--- src/mmcc_ram.sv ---
`default_nettype none
module mmcc_ram #(
  parameter int WIDTH = 16,
  parameter int DEPTH = 256
) (
  input  wire logic                     clk,
  input  wire logic                     we,
  input  wire logic [$clog2(DEPTH)-1:0] waddr,
  input  wire logic [WIDTH-1:0]         wdata,
  input  wire logic [$clog2(DEPTH)-1:0] raddr,
  output logic      [WIDTH-1:0]         rdata
);

  logic [WIDTH-1:0] mem_r [DEPTH];

  // one write port, one registered read port
  always_ff @(posedge clk) begin
    if (we) begin
      mem_r[waddr] <= wdata;
    end
    rdata <= mem_r[raddr];
  end

endmodule
`default_nettype wire

--- config.mk ---
export PLATFORM = sky130hd
export DESIGN_NAME = mmcc_ram
export DESIGN_NICKNAME = d
export VERILOG_FILES = /design/src/mmcc_ram.sv
export SDC_FILE = /design/constraint.sdc
export NUM_CORES = 2
export LEC_CHECK = 0
export BUFFER_PORTS_ARGS = -buffer_cell sky130_fd_sc_hd__buf_2
export CORE_UTILIZATION = 63
export CTS_CLUSTER_SIZE = 16
export DETAILED_ROUTE_END_ITERATION = 16
export PLACE_DENSITY = 0.79
export REMOVE_ABC_BUFFERS = 1
export SYNTH_ARGS = -nofsm -noshare
export SYNTH_HDL_FRONTEND = slang
export SYNTH_SLANG_ARGS = --single-unit
--- constraint.sdc ---
create_clock -name clk -period 3.3 [get_ports clk]
set_clock_uncertainty 0.05 [all_clocks]
set_input_delay 0.165 -clock clk [delete_from_list [all_inputs] [get_ports clk]]
set_output_delay 0.165 -clock clk [all_outputs]
set_load 0.01 [all_outputs]
After elaboration in Yosys (flattened, before gate mapping)

Memories as Yosys holds them, arrays and structs flattened. A register that Yosys moved wholly into a read port is not among the register bits.
Index checks and enable logic that the tools add are counted.

Register bits after elaboration: 0
Bits in writable memories: 4096
Input bits: 34
Memories: 1

Multiplexer cells: 2

Memory list:

| memory | depth | width | read ports | clocked after Yosys merged registers in | wr ports | RTL line | RTL |
|---|---|---|---|---|---|---|---|
| mem_r  | 256   | 16    | 1          | 1                                       | 1        | 14       | `logic [WIDTH-1:0] mem_r [DEPTH];` |

Operator list:

| cell   | number |
|---|---|
| $mux 1 | 2 |

Depth between registers and ports, before layout

Depth after elaboration: 2
Mapped depth: 12
Mapped depth without buffers: 6

Least setup slack after synthesis

OpenSTA, ideal clock, no wires.

Kind: input-to-reg
From: input port waddr[3]
To: memory mem_r[235][0], enable pin
Library setup time: 0.388 ns
Arrival: 1.942 ns
Slack: 0.920 ns
Stages: 6
Path through: clkbuf_1 > nor2b_1 > clkbuf_1 > nand4_1 > clkbuf_1 > nor2_1

RTL lines:

| what            | RTL line | RTL |
|---|---|---|
| start, declared | 8        | `input wire logic [$clog2(DEPTH)-1:0] waddr,` |
| end, declared   | 14       |  |

Straight into the memory's write port.

==> flow_metrics.env <==
export IMPL_status="completed"
export IMPL_cts_setup_buffers=0
export IMPL_nets=8119
export IMPL_drv_cap=0
export IMPL_synth_area_leaders="edfxtp_1 77%, mux4_2 11%, mux2i_1 3.6%"
export IMPL_async_reset_ff_frac=0
export IMPL_clkSinkCount=4112
export IMPL_tightestPinTransition_ns=1.233
export IMPL_start_util=0.6359
export IMPL_hold_slack_ns=0.1243
export IMPL_cp_cell_sequence="dlygate4sd3_1 > clkbuf_8 > or2_4 > buf_12 > buf_12 > o221ai_1 > o22ai_1 > a22oi_1 > nand3_1 > nor4_1"
export IMPL_cts_buffers=403
export IMPL_cp_end_kind="flip-flop"
export IMPL_grt_ovfl_total=0
export IMPL_finalWorstPathRequiredPeriod_ns=3.219
export IMPL_grt_util_all_layers=0.3390
export IMPL_post_place_ws_ns=-0.1975
export IMPL_arrival_ns=4.03
export IMPL_synth_area_mm2=0.1587
export IMPL_wl_per_cell_um=36.65
export IMPL_synth_seq_cells=4112
export IMPL_dp_final_hpwl_um=245500
export IMPL_drtIter0Drc=13680
export IMPL_relSlewSlack=0.1781
export IMPL_htree_num_levels=5
export IMPL_powerDensity_mw_per_mm2=599.8
export IMPL_holdPathStages=5
export IMPL_cp_num_buf_inv=4
export IMPL_r2r_cells=7
export IMPL_wirelength_um=429600
export IMPL_root_buffer="clkbuf_16"
export IMPL_antenna_found_initial=29
export IMPL_drc=0
export IMPL_synth_yosys_seq_area_share=0.7770
export IMPL_ctsResizeCount=0
export IMPL_crit_family="buffers and inverters"
export IMPL_routabilityCongestion=0.9580
export IMPL_finalHoldViolCount=0
export IMPL_syn_inst=7360
export IMPL_rsz0062_at_grt="no"
export IMPL_finalPower_w=0.1081
export IMPL_slew_viol_final=0
export IMPL_ys_warn_count=0
export IMPL_fin_setup_tns_ns=0
export IMPL_crit_path_start_kind="input pin"
export IMPL_hp_start="raddr[6]"
export IMPL_core_mm2=0.2496
export IMPL_cpMostUsedCell="buf_12"
export IMPL_ctsHoldBuffers=29
export IMPL_die_area_mm2=0.2539
export IMPL_synth_top_cell_by_area="edfxtp_1"
export IMPL_whs_endpoint="rdata[4]"
export IMPL_slowest_stage="dlygate4sd3_1"
export IMPL_fillers=13290
export IMPL_post_drt_via_cell_ratio=7.157
export IMPL_postSynthAreaPerCell_um2=21.56
export IMPL_setup_violations=0
export IMPL_synth_edf_count=4096
export IMPL_drt_pass1_iterations=7
export IMPL_die_w_um=503.9
export IMPL_drive_above_1_share=0.2638
export IMPL_postRouteAntennaNets=0
export IMPL_hold_class="in -> reg"
export IMPL_io_buffers=49
export IMPL_grt_max_degree=137
export IMPL_io_pins=50
export IMPL_slowest_delay_ns=0.65
export IMPL_num_vias=83900
export IMPL_ir_drop_mv=0.6735
export IMPL_clk_path_buf_depth=4
export IMPL_rows=183
export IMPL_path_max_fanout=59
export IMPL_required_ns=4.11
export IMPL_cts_tree="done"
export IMPL_layout_setup_ws_ns=0.08100
export IMPL_reg2reg_to="rdata[2]"
export IMPL_synth_top_cell_area_share=0.7750
export IMPL_grt_pass1_wl_um=610200
export IMPL_grt_pass1_vias=84420
export IMPL_clk_pin_slew_worst_paths_ns=0.06
export IMPL_syn_to_final_growth_pct=13.54
export IMPL_die_h_um=503.9
export IMPL_synth_distinct_cells=52
export IMPL_clk_latency_ns=1.01
export IMPL_worstReg2RegStart="mem_r[11][2]"
export IMPL_p_leak_nw=58.11
export IMPL_reg2reg_slack_ns=0.26
export IMPL_fmax_mhz=310.7
export IMPL_synthFlopType="edfxtp_1"
export IMPL_path_class="in -> reg"
export IMPL_fin_crit_sh=0.9755
-- final cells by class --
class,count,area (um^2),share of cell area
clock inverter,221,2046,0.01135
timing repair buffer,772,7287,0.04044
tap,3330,4167,0.02312
sequential,4112,123300,0.6843
clock buffer,483,10510,0.05833
multi-input combinational,2792,32830,0.1822
antenna,8,20.02,0.0001111
inverter,4,27.53,0.0001527
-- synthesized netlist by cell type (all sizes together), types with 16 or more instances --
library cell / instances
a22o: 32
o21ai: 38
buf: 222
o22ai: 148
nor4: 18
nand2: 38
clkbuf: 230
nor3: 92
o31ai: 16
mux2: 88
mux4: 797
a221oi: 28
dfxtp: 16
nand3: 35
o32ai: 21
nand4: 26
mux2i: 565
o221ai: 253
nor2: 304
a22oi: 43
edfxtp: 4096
a211oi: 18
a21oi: 175
-- logic make-up (layout without fill, tap and decap cells) --
group                  count (synthesis)  in the layout  synth area share
buffers and inverters                456           1480           0.01693
multiplexers                        1450           1450            0.1550
AND/OR/NAND/NOR                      556            556           0.01574
flip-flops                          4112           4112            0.7770
other                                  0              8                 0
AO/OA/AOI/OAI                        786            786           0.03537
-- how the worst max path moves through the flow --
stage / startpoint / to / slack [ns] / cells past startpoint
global placement: raddr[0] / rdata[11] / -0.17 / 9
global route: raddr[2] / rdata[15] / 0.17 / 8
floorplan: raddr[2] / rdata[4] / -3.41 / 6
detailed placement: raddr[0] / rdata[14] / -0.20 / 11
CTS: raddr[2] / rdata[14] / 0.35 / 10
finish: raddr[2] / rdata[14] / 0.08 / 10
-- flip-flops by register name (all words and copies together), names as in the netlist --
signal  flops
mem_r    4096
rdata      16
-- metrics by stage --
stage | util | std cells | cell area, um^2
2_1_floorplan | - | 6908 | 156000
3_3_place_gp | 0.6705 | 10980 | 167300
5_1_grt | 0.7220 | 11720 | 180200
3_5_place_dp | 0.6705 | 10980 | 167300
4_1_cts | 0.7220 | 11710 | 180200
6_report | 0.7221 | 11720 | 180200
-- layout by cell type, fill, tap and decap left out, types with 90 or more instances in the layout --
cell type / netlist / final
nor2_1: 304 / 282
edfxtp_1: 4096 / 4096
o221ai_1: 252 / 252
clkinv_1: 0 / 93
buf_12: 5 / 108
o22ai_1: 148 / 148
clkbuf_16: 0 / 408
mux4_2: 797 / 797
a21oi_1: 175 / 175
mux2i_1: 565 / 565
nor3_1: 92 / 90
buf_4: 26 / 588
-- worst min-delay path: stages --
cell	delay [ns]
buf_2	0.30
nand2_1	0.19
buf_4	0.19
nor4_1	0.07
nor4_2	0.19
-- power by group --
group | internal [W] | total, W | switching [W] | leakage (nW)
registers | 0.0576 | 0.0577 | 0.000114 | 36.9
logic | 0.00207 | 0.00578 | 0.00371 | 15.0
clock network | 0.0255 | 0.0446 | 0.0192 | 6.13
-- per-layer routing --
layer  vias to the layer above  share of wire  wire [um]  global-route usage
met5                         -        0.00048        208                   0
met4                        24          0.061      26180              0.1744
met3                      1263           0.14      59950             0.09356
met2                      6951           0.47     201200              0.5260
met1                     42980           0.33     142000              0.4451
li1                      32680              -          -                   -
Power figures use the tool's default switching activity.
